<file path="config.mk">
export PLATFORM = sky130hd
export DESIGN_NAME = stall_homing_sequencer_top
export DESIGN_NICKNAME = d
export VERILOG_FILES = /design/src/shs_pkg.sv /design/src/shs_cfg.sv /design/src/shs_core.sv /design/src/stall_homing_sequencer_top.sv
export SDC_FILE = /design/constraint.sdc
export NUM_CORES = 2
export LEC_CHECK = 0
export ABC_CLOCK_PERIOD_IN_PS = 16450
export BUFFER_PORTS_ARGS = -buffer_cell sky130_fd_sc_hd__buf_2
export CAP_MARGIN = 20
export CORE_ASPECT_RATIO = 1.4
export CORE_MARGIN = 5
export CORE_UTILIZATION = 55
export DETAILED_ROUTE_END_ITERATION = 16
export PLACE_DENSITY = 0.75
export SLEW_MARGIN = 40
export SYNTH_ARGS = -nofsm -noshare
export SYNTH_HDL_FRONTEND = slang
export SYNTH_HIERARCHICAL = 1
export SYNTH_SLANG_ARGS = --single-unit
export TNS_END_PERCENT = 1
</file>
<file path="constraint.sdc">
create_clock -name clk -period 16.45 [get_ports clk]
set_input_delay 1.645 -clock clk [delete_from_list [all_inputs] [get_ports clk]]
set_output_delay 1.645 -clock clk [all_outputs]
set_load 0.005 [all_outputs]
</file>
<file path="src/shs_pkg.sv">
`timescale 1ns / 1ps
// ----------------------------------------------------------------------------
// shs_pkg: shared types and constants of the stall homing sequencer
// Item and result layouts, configuration record, action codes, fixed powers.
// ----------------------------------------------------------------------------
package shs_pkg;

  localparam int POSITION_WIDTH = 24;

  typedef logic signed [POSITION_WIDTH-1:0] pos_t;

  // action codes
  localparam logic [1:0] ACT_NONE  = 2'd0;
  localparam logic [1:0] ACT_MOVE  = 2'd1;
  localparam logic [1:0] ACT_POWER = 2'd2;
  localparam logic [1:0] ACT_HOLD  = 2'd3;

  // configuration register indexes
  localparam logic [2:0] REG_CHORD_WINDOW = 3'd0;
  localparam logic [2:0] REG_GRACE        = 3'd1;
  localparam logic [2:0] REG_TIMEOUT      = 3'd2;
  localparam logic [2:0] REG_CUR_LIMIT    = 3'd3;
  localparam logic [2:0] REG_STALL_EPS    = 3'd4;
  localparam logic [2:0] REG_STALL_LIMIT  = 3'd5;
  localparam logic [2:0] REG_MATCH_ANGLE  = 3'd6;
  localparam logic [2:0] REG_PAR_ANGLE    = 3'd7;

  localparam int CFG_ADDR_W = 3;
  localparam int CFG_DATA_W = POSITION_WIDTH;

  // 50 deg step in 1/256 deg, open-loop powers
  localparam int                STEP_COUNTS  = 12800;
  localparam logic signed [7:0] PWR_HOMING   = -8'sd40;
  localparam logic signed [7:0] PWR_JOG_UP   = 8'sd76;
  localparam logic signed [7:0] PWR_JOG_DOWN = -8'sd76;

  typedef struct packed {
    logic [15:0] chord_window;
    logic [15:0] grace;
    logic [15:0] timeout;
    logic [11:0] cur_limit;
    logic [15:0] stall_eps;
    logic [7:0]  stall_limit;
    pos_t        match_angle;
    pos_t        par_angle;
  } cfg_t;

  // first field in the highest bits
  typedef struct packed {
    logic [11:0] motor_current;
    pos_t        joint_position;
    logic        jog_down;
    logic        jog_up;
    logic        button_b;
    logic        button_a;
    logic [31:0] now_ms;
  } item_t;

  typedef struct packed {
    logic              homing_active;
    logic              zeroed;
    logic              tare;
    logic signed [7:0] drive_power;
    pos_t              target_angle;
    logic [1:0]        action;
  } res_t;

  localparam int IN_DATA_W  = ((($bits(item_t)) + 7) / 8) * 8;
  localparam int OUT_DATA_W = ((($bits(res_t)) + 7) / 8) * 8;

endpackage

</file>
<file path="src/shs_cfg.sv">
`timescale 1ns / 1ps
// ----------------------------------------------------------------------------
// shs_cfg: configuration register file
// Write-only registers, decoded by index, with their reset values.
// ----------------------------------------------------------------------------
module shs_cfg import shs_pkg::*; (
  input  logic                  clk,
  input  logic                  rst_n,
  input  logic                  cfg_we,
  input  logic [CFG_ADDR_W-1:0] cfg_addr,
  input  logic [CFG_DATA_W-1:0] cfg_wdata,
  output cfg_t                  cfg
);

  cfg_t cfg_r;
  cfg_t cfg_nxt;

  always_comb begin
    cfg_nxt = cfg_r;
    if (cfg_we) begin
      unique case (cfg_addr)
        REG_CHORD_WINDOW: cfg_nxt.chord_window = cfg_wdata[15:0];
        REG_GRACE:        cfg_nxt.grace        = cfg_wdata[15:0];
        REG_TIMEOUT:      cfg_nxt.timeout      = cfg_wdata[15:0];
        REG_CUR_LIMIT:    cfg_nxt.cur_limit    = cfg_wdata[11:0];
        REG_STALL_EPS:    cfg_nxt.stall_eps    = cfg_wdata[15:0];
        REG_STALL_LIMIT:  cfg_nxt.stall_limit  = cfg_wdata[7:0];
        REG_MATCH_ANGLE:  cfg_nxt.match_angle  = pos_t'(cfg_wdata[POSITION_WIDTH-1:0]);
        REG_PAR_ANGLE:    cfg_nxt.par_angle    = pos_t'(cfg_wdata[POSITION_WIDTH-1:0]);
        default:          cfg_nxt = cfg_r;
      endcase
    end
  end

  always_ff @(posedge clk) begin
    if (!rst_n) begin
      cfg_r.chord_window <= 16'd100;
      cfg_r.grace        <= 16'd250;
      cfg_r.timeout      <= 16'd3000;
      cfg_r.cur_limit    <= 12'd1200;
      cfg_r.stall_eps    <= 16'd77;
      cfg_r.stall_limit  <= 8'd10;
      cfg_r.match_angle  <= pos_t'(25600);
      cfg_r.par_angle    <= pos_t'(23040);
    end else begin
      cfg_r <= cfg_nxt;
    end
  end

  assign cfg = cfg_r;

endmodule

</file>
<file path="src/shs_core.sv">
`timescale 1ns / 1ps
// ----------------------------------------------------------------------------
// shs_core: sequencer state and per-tick step logic
// Chord detection, homing run, manual jog; updates state on each step.
// ----------------------------------------------------------------------------
module shs_core import shs_pkg::*; (
  input  logic  clk,
  input  logic  rst_n,
  input  cfg_t  cfg,
  input  logic  step_en,
  input  item_t item,
  output res_t  res
);

  logic        prev_a_r, prev_b_r, pending_a_r, pending_b_r;
  logic        homing_r, zero_known_r, jogging_r, jog_tared_r;
  logic [31:0] press_time_a_r, press_time_b_r, run_start_r;
  logic [7:0]  stall_count_r;
  pos_t        last_pos_r;

  logic        pending_a_nxt, pending_b_nxt;
  logic        homing_nxt, zero_known_nxt, jogging_nxt, jog_tared_nxt;
  logic [31:0] press_time_a_nxt, press_time_b_nxt, run_start_nxt;
  logic [7:0]  stall_count_nxt;
  pos_t        last_pos_nxt;

  // one stall evaluation: over-current or movement below epsilon
  function automatic logic [7:0] stall_upd(input pos_t pos, input pos_t last,
                                           input logic [11:0] cur, input cfg_t c,
                                           input logic [7:0] cnt);
    logic signed [POSITION_WIDTH:0] diff;
    logic [POSITION_WIDTH:0]        mag;
    logic                           stalled;
    diff = {pos[POSITION_WIDTH-1], pos} - {last[POSITION_WIDTH-1], last};
    mag  = diff[POSITION_WIDTH] ? (POSITION_WIDTH+1)'(-diff) : diff;
    stalled = (cur >= c.cur_limit) ||
              (mag < {{(POSITION_WIDTH+1-16){1'b0}}, c.stall_eps});
    if (stalled) begin
      stall_upd = (cnt == 8'hFF) ? cnt : cnt + 8'd1;
    end else begin
      stall_upd = 8'd0;
    end
  endfunction

  always_comb begin : step
    logic                           rise_a, rise_b;
    logic [31:0]                    el;
    logic                           contact;
    logic signed [POSITION_WIDTH:0] up_sum;
    pos_t                           step_tgt;

    rise_a = item.button_a & ~prev_a_r;
    rise_b = item.button_b & ~prev_b_r;
    el      = '0;
    contact = 1'b0;

    pending_a_nxt    = pending_a_r | rise_a;
    pending_b_nxt    = pending_b_r | rise_b;
    press_time_a_nxt = rise_a ? item.now_ms : press_time_a_r;
    press_time_b_nxt = rise_b ? item.now_ms : press_time_b_r;
    homing_nxt       = homing_r;
    zero_known_nxt   = zero_known_r;
    jogging_nxt      = jogging_r;
    jog_tared_nxt    = jog_tared_r;
    run_start_nxt    = run_start_r;
    stall_count_nxt  = stall_count_r;
    last_pos_nxt     = last_pos_r;

    res = '0;

    // single press steps up 50 deg, saturating at the top of the range
    up_sum = {item.joint_position[POSITION_WIDTH-1], item.joint_position}
           + (POSITION_WIDTH+1)'(STEP_COUNTS);
    if (up_sum[POSITION_WIDTH] != up_sum[POSITION_WIDTH-1]) begin
      step_tgt = {1'b0, {(POSITION_WIDTH-1){1'b1}}};
    end else begin
      step_tgt = up_sum[POSITION_WIDTH-1:0];
    end

    // chord / single press resolution
    if (pending_a_nxt && pending_b_nxt) begin
      homing_nxt       = 1'b0;
      res.action       = ACT_MOVE;
      res.target_angle = cfg.match_angle;
      pending_a_nxt    = 1'b0;
      pending_b_nxt    = 1'b0;
    end else if (pending_a_nxt &&
                 (item.now_ms - press_time_a_nxt) >= {16'd0, cfg.chord_window}) begin
      homing_nxt       = 1'b0;
      res.action       = ACT_MOVE;
      res.target_angle = zero_known_r ? cfg.par_angle : step_tgt;
      pending_a_nxt    = 1'b0;
    end else if (pending_b_nxt &&
                 (item.now_ms - press_time_b_nxt) >= {16'd0, cfg.chord_window}) begin
      homing_nxt      = 1'b1;
      run_start_nxt   = item.now_ms;
      stall_count_nxt = 8'd0;
      last_pos_nxt    = item.joint_position;
      pending_b_nxt   = 1'b0;
    end

    // homing run
    if (homing_nxt) begin
      el              = item.now_ms - run_start_nxt;
      contact         = 1'b0;
      res.action      = ACT_POWER;
      res.drive_power = PWR_HOMING;
      if (el >= {16'd0, cfg.grace}) begin
        stall_count_nxt = stall_upd(item.joint_position, last_pos_nxt,
                                    item.motor_current, cfg, stall_count_nxt);
        contact = (stall_count_nxt >= cfg.stall_limit) || (el >= {16'd0, cfg.timeout});
      end
      last_pos_nxt = item.joint_position;
      if (contact) begin
        res.action      = ACT_HOLD;
        res.drive_power = 8'sd0;
        res.tare        = 1'b1;
        zero_known_nxt  = 1'b1;
        homing_nxt      = 1'b0;
        stall_count_nxt = 8'd0;
      end
    end

    // manual jog overrides the tick
    if (item.jog_up || item.jog_down) begin
      if (!jogging_r) begin
        homing_nxt      = 1'b0;
        stall_count_nxt = 8'd0;
        jog_tared_nxt   = 1'b0;
        last_pos_nxt    = item.joint_position;
        run_start_nxt   = item.now_ms;
      end
      res.action       = ACT_POWER;
      res.target_angle = '0;
      res.drive_power  = item.jog_up ? PWR_JOG_UP : PWR_JOG_DOWN;
      jogging_nxt      = 1'b1;
      if (item.jog_down && !jog_tared_nxt) begin
        if ((item.now_ms - run_start_nxt) >= {16'd0, cfg.grace}) begin
          stall_count_nxt = stall_upd(item.joint_position, last_pos_nxt,
                                      item.motor_current, cfg, stall_count_nxt);
          if (stall_count_nxt >= cfg.stall_limit) begin
            res.drive_power = 8'sd0;
            res.tare        = 1'b1;
            zero_known_nxt  = 1'b1;
            jog_tared_nxt   = 1'b1;
            stall_count_nxt = 8'd0;
          end
        end
        last_pos_nxt = item.joint_position;
      end
    end else if (jogging_r) begin
      res.action       = ACT_HOLD;
      res.target_angle = '0;
      res.drive_power  = 8'sd0;
      jogging_nxt      = 1'b0;
    end

    if (res.action != ACT_MOVE) begin
      res.target_angle = '0;
    end
    if (res.action != ACT_POWER) begin
      res.drive_power = 8'sd0;
    end
    res.zeroed        = zero_known_nxt;
    res.homing_active = homing_nxt;
  end

  always_ff @(posedge clk) begin
    if (!rst_n) begin
      prev_a_r       <= 1'b0;
      prev_b_r       <= 1'b0;
      pending_a_r    <= 1'b0;
      pending_b_r    <= 1'b0;
      press_time_a_r <= '0;
      press_time_b_r <= '0;
      homing_r       <= 1'b0;
      run_start_r    <= '0;
      stall_count_r  <= '0;
      last_pos_r     <= '0;
      zero_known_r   <= 1'b0;
      jogging_r      <= 1'b0;
      jog_tared_r    <= 1'b0;
    end else if (step_en) begin
      prev_a_r       <= item.button_a;
      prev_b_r       <= item.button_b;
      pending_a_r    <= pending_a_nxt;
      pending_b_r    <= pending_b_nxt;
      press_time_a_r <= press_time_a_nxt;
      press_time_b_r <= press_time_b_nxt;
      homing_r       <= homing_nxt;
      run_start_r    <= run_start_nxt;
      stall_count_r  <= stall_count_nxt;
      last_pos_r     <= last_pos_nxt;
      zero_known_r   <= zero_known_nxt;
      jogging_r      <= jogging_nxt;
      jog_tared_r    <= jog_tared_nxt;
    end
  end

  // a zero, once taken, is never lost
  a_zero_sticky: assert property (@(posedge clk) disable iff (!rst_n)
    zero_known_r |=> zero_known_r)
    else $error("zero reference dropped");

  // a chord is always consumed in the tick it completes
  a_no_both_pending: assert property (@(posedge clk) disable iff (!rst_n)
    step_en |=> !(pending_a_r && pending_b_r))
    else $error("both buttons left pending");

  // a step without tare never establishes the zero
  a_zero_needs_tare: assert property (@(posedge clk) disable iff (!rst_n)
    (step_en && !res.tare && !zero_known_r) |=> !zero_known_r)
    else $error("zero set without tare");

endmodule

</file>
<file path="src/stall_homing_sequencer_top.sv">
`timescale 1ns / 1ps
// ----------------------------------------------------------------------------
// stall_homing_sequencer_top: claw pivot sequencer with stall homing
// Input register, combinational step logic, result register; stream ports.
// ----------------------------------------------------------------------------
// One control tick per input transaction produces exactly one result
// transaction. A tick is captured in an input register, evaluated
// combinationally against the sequencer state (chord window, homing run,
// manual jog) and written to a result register when that register is free
// or being drained, and a new tick can be accepted every cycle; the
// sustained rate is one transaction per clock, limited only by the result
// consumer.
// The input stage keeps accepting while a finished result waits, as long as
// the result register is free or being drained in the same cycle.
// Configuration registers are written through cfg_we/cfg_addr/cfg_wdata and
// must only change while no tick is in flight. Times are milliseconds and
// wrap modulo 2^32; positions are signed, 1/256 degree.
// ----------------------------------------------------------------------------
module stall_homing_sequencer_top import shs_pkg::*; (
  input  logic                  clk,
  input  logic                  rst_n,
  // now_ms[31:0], button_a[32], button_b[33], jog_up[34], jog_down[35],
  // joint_position[59:36], motor_current[71:60]
  input  logic                  in_tvalid,
  output logic                  in_tready,
  input  logic [IN_DATA_W-1:0]  in_tdata,
  // action[1:0], target_angle[25:2], drive_power[33:26], tare[34],
  // zeroed[35], homing_active[36], zero fill above
  output logic                  out_tvalid,
  input  logic                  out_tready,
  output logic [OUT_DATA_W-1:0] out_tdata,
  input  logic                  cfg_we,
  input  logic [CFG_ADDR_W-1:0] cfg_addr,
  input  logic [CFG_DATA_W-1:0] cfg_wdata
);

  cfg_t  cfg;
  item_t item_r;
  logic  in_valid_r;
  res_t  res;
  res_t  res_r;
  logic  out_valid_r;
  logic  advance;
  logic  out_valid_nxt;

  // step the tick in the input register when the result slot frees up
  assign advance   = in_valid_r && (!out_valid_r || out_tready);
  assign in_tready = !in_valid_r || advance;

  always_comb begin
    out_valid_nxt = out_valid_r;
    if (advance) begin
      out_valid_nxt = 1'b1;
    end else if (out_tready) begin
      out_valid_nxt = 1'b0;
    end
  end

  always_ff @(posedge clk) begin
    if (!rst_n) begin
      in_valid_r  <= 1'b0;
      out_valid_r <= 1'b0;
    end else begin
      if (in_tready) begin
        in_valid_r <= in_tvalid;
      end
      out_valid_r <= out_valid_nxt;
    end
  end

  // payload registers, no reset needed
  always_ff @(posedge clk) begin
    if (in_tvalid && in_tready) begin
      item_r <= item_t'(in_tdata[$bits(item_t)-1:0]);
    end
    if (advance) begin
      res_r <= res;
    end
  end

  shs_cfg u_cfg (
    .clk       (clk),
    .rst_n     (rst_n),
    .cfg_we    (cfg_we),
    .cfg_addr  (cfg_addr),
    .cfg_wdata (cfg_wdata),
    .cfg       (cfg)
  );

  shs_core u_core (
    .clk     (clk),
    .rst_n   (rst_n),
    .cfg     (cfg),
    .step_en (advance),
    .item    (item_r),
    .res     (res)
  );

  assign out_tvalid = out_valid_r;
  assign out_tdata  = {{(OUT_DATA_W-$bits(res_t)){1'b0}}, res_r};

  // a tare always leaves the joint zeroed
  a_tare_zeroed: assert property (@(posedge clk) disable iff (!rst_n)
    out_valid_r |-> (!res_r.tare || res_r.zeroed))
    else $error("tare reported without zero");

  // target only carries a value on a move, power only on open-loop drive
  a_target_only_move: assert property (@(posedge clk) disable iff (!rst_n)
    (out_valid_r && res_r.action != ACT_MOVE) |-> (res_r.target_angle == '0))
    else $error("target set outside a move");

  a_power_only_drive: assert property (@(posedge clk) disable iff (!rst_n)
    (out_valid_r && res_r.action != ACT_POWER) |-> (res_r.drive_power == 8'sd0))
    else $error("power set outside open-loop drive");

endmodule

</file>
==> results.ini <==
[worst_setup_path]
slowest_delay_ns=0.56
cp.required_ns=16.98
crit_type=flip-flop to flip-flop
critPathLaunchType=flip-flop
r2r-end=u_core/stall_count_r[4]$_SDFFE_PN0P_
cpMaxStageDelayCell=or4_1
reg2reg_slack_ns=1.07
crit_top_cell=a21oi_1
crit_fanout=36
rr_startpoint=item_r[33]$_DFFE_PP_
crit_path_end_kind=flip-flop
r2r_cells=76
arrival_ns=15.91
crit_path_start=item_r[33]$_DFFE_PP_

[die]
fp.dieH_um=296
io_pins=146
fp.coreArea_mm2=0.0576
rows=104
initial_core_util_pct=55.7
fp.dieArea_mm2=0.0634
fp.dieW_um=214

[logic_synthesis]
dominantRegCellSynth=dfxtp_1
syn_area_per_cell_um2=8.31
synth_warnings=6
synth-seq-area-share_pct=27.0
async_flop_share_pct=0
yosysMostFrequentCell=nand2_1
ys_top_cells_by_count=nand2_1 (512), ha_1 (304), mux2i_1 (293), a21oi_1 (280), dfxtp_1 (270)
synth_edf_count=109
syn-cell-area_mm2=0.0321
synth-seq-cells=379
synth_top_cell_by_area=dfxtp_1
synth_cell_type_count=117
synth_area_leaders=dfxtp_1 (17%), ha_1 (12%), edfxtp_1 (10%)
netlist.area_leader.share_pct=16.8
syn_inst=3866

[routing]
routed_wl_um=104000
viasPerCell=6.29
drt_iter0_drc=2015
firstDrtPassIters=6
ant_nets=0
vias=29800
wire_per_inst_um=22.0
route.detailed.drc=0

[clock_network]
cts_made_buffers=43
cts_tree=yes
insertion_delay_ns=0.61
h-tree-depth=2
clockBufferDepth=3
cts_root_buffer=clkbuf_16
hold_buffers=0
clk_pin_slew_ns=0.06
cts.sinks=379

[sta]
fin_crit_ns=15.38
fmax_mhz=65.0
final.period_utilization_pct=93.5
finalSetupViolations=0
whs_ns=0.460
slew_headroom_pct=38.6
final-hold-violation-count=0
slew_viol_final=0
tightest_slew_ns=0.915
fin_setup_tns_ns=0
fin_skew_ns=0.0362

[cells_and_area]
drive_gt1_share_pct=11.3
multi_input_area_mm2=0.0223
fillerInstances=5144
area_growth_pct=10.6
num-nets-final=4372
register_area_mm2=0.00868

[power_and_ir_drop]
leakagePower_nw=14.8
p_per_area_mw_per_mm2=93.1
ir_drop_mv=0.0845

[min_path]
hold_depth=2
hold_start=u_cfg/cfg[40]$_SDFFE_PN0P_
hold_path_class=flip-flop to flip-flop
min_to=u_cfg/cfg[40]$_SDFFE_PN0P_

[grt]
grt_pass1_wl_um=160000
gr-total-overflow=0
grtUsageTotal_pct=31.2
grt_pass1_vias=29100
grt_antenna_before_repair=3
grt_max_degree=90

[placed_design]
dp_hpwl_um=80100
globalplace.congestion=0.987
io_buffers=142

[outcome]
status=completed

[run]
cap_violations=0

## cells in the final DEF, fill, tap and decap left out, types with 16 or more instances in the layout
cell type / instances
a211oi_1: 39
nor3_1: 53
o31ai_1: 22
nand2b_1: 65
a21boi_0: 98
ha_1: 301
nor4_1: 19
or3_1: 21
buf_2: 141
a21o_1: 69
and3_1: 22
nand3_1: 68
o211ai_1: 34
dfxtp_1: 270
clkbuf_16: 44
a21oi_1: 276
buf_4: 99
a31oi_1: 36
edfxtp_1: 109
and2_1: 24
xor2_1: 74
nor2_1: 207
o21bai_1: 20
mux2i_1: 292
o221ai_1: 24
nand4_1: 44
xnor2_1: 94
o21ai_0: 166
o2111ai_1: 19
inv_1: 148
nor2b_1: 131
or2_2: 17
o21a_1: 60
or4_1: 16
nand2_1: 509
## logic make-up after synthesis
family	synth area share (%)
simple gates	20.1
compound gates	22.2
flops	27.0
buf+inv	4.47
fa+ha+maj	12.2
mux	9.48
xor+xnor	4.58
other cells	0.0234
## where the power goes
| part | internal [W] | leakage (nW) | switching, W | total [W] |
|---|---|---|---|---|
| registers | 0.00100 | 3.24 | 0.0000335 | 0.00103 |
| clock network | 0.000588 | 0.725 | 0.000441 | 0.00103 |
| logic | 0.000495 | 10.8 | 0.000751 | 0.00125 |
## metrics by stage
step / cells / setup WS, ns / instance area (um2) / total power, W / util, %
6_report: 4738 / 1.07 / 35500 / 0.00331 / 61.6
5_1_grt: 4738 / -0.0356 / 35500 / 0.00348 / 61.6
4_1_cts: 4725 / 0.189 / 35300 / 0.00329 / 61.2
3_5_place_dp: 4645 / 0.215 / 33800 / 0.00226 / 58.6
3_3_place_gp: 4641 / 0.583 / 33700 / 0.00224 / 58.5
2_1_floorplan: 3869 / 0.0290 / 32100 / 0.00192 / -
## final cells by class
class | instances | share of cell area (%)
diodes | 2 | 0.0141
clock buffers | 52 | 3.24
clock inverters | 28 | 0.933
inverters | 152 | 1.62
multi-input cells | 3135 | 62.7
flip-flops and latches | 379 | 24.4
well taps | 742 | 2.61
repair buffers | 248 | 4.45
## registers in the layout, summed over array words and instances (netlist names), 8 cells and up
signal                 count
u_core/stall_count_r       8
u_core/run_start_r        32
item_r                    72
u_core/press_time_a_r     32
out_tdata                 37
u_core/last_pos_r         24
u_cfg/cfg                132
u_core/press_time_b_r     32
## worst max-delay path: cells and delay by family (launching register included)
kind / cells / cell delay, ns
AO/OA/AOI/OAI: 28 / 6.01
XOR/XNOR: 1 / 0.16
flip-flops: 1 / 0.38
AND/OR/NAND/NOR: 29 / 4.81
buffers and inverters: 10 / 1.75
multiplexers: 2 / 0.32
adder cells (fa/ha/maj): 6 / 1.83
## per-layer routing
metal / global-route usage [%] / vias to the layer above / part of all wire [%]
met3: 4.01 / 369 / 4.7
met2: 59.1 / 953 / 51
met5: 0 / - / 0
li1: - / 14300 / -
met1: 32.5 / 14200 / 37
met4: 19.9 / 0 / 7.6
## repair_timing
action,4_1_cts,5_1_grt
resized for setup,0,39
endpoints found under the setup margin,0,18
setup buffers,0,11
## how the worst max path moves through the flow
stage                                                       to  slack (ns)
final                     u_core/stall_count_r[4]$_SDFFE_PN0P_        1.07
after global routing      u_core/stall_count_r[5]$_SDFFE_PN0P_       -0.04
after CTS                 u_core/stall_count_r[5]$_SDFFE_PN0P_        0.19
after detailed placement  u_core/stall_count_r[5]$_SDFFE_PN0P_        0.21
after global placement    u_core/stall_count_r[5]$_SDFFE_PN0P_        0.58
after floorplan           u_core/stall_count_r[4]$_SDFFE_PN0P_        0.03
Note: power is estimated with default switching activity, not from simulation.
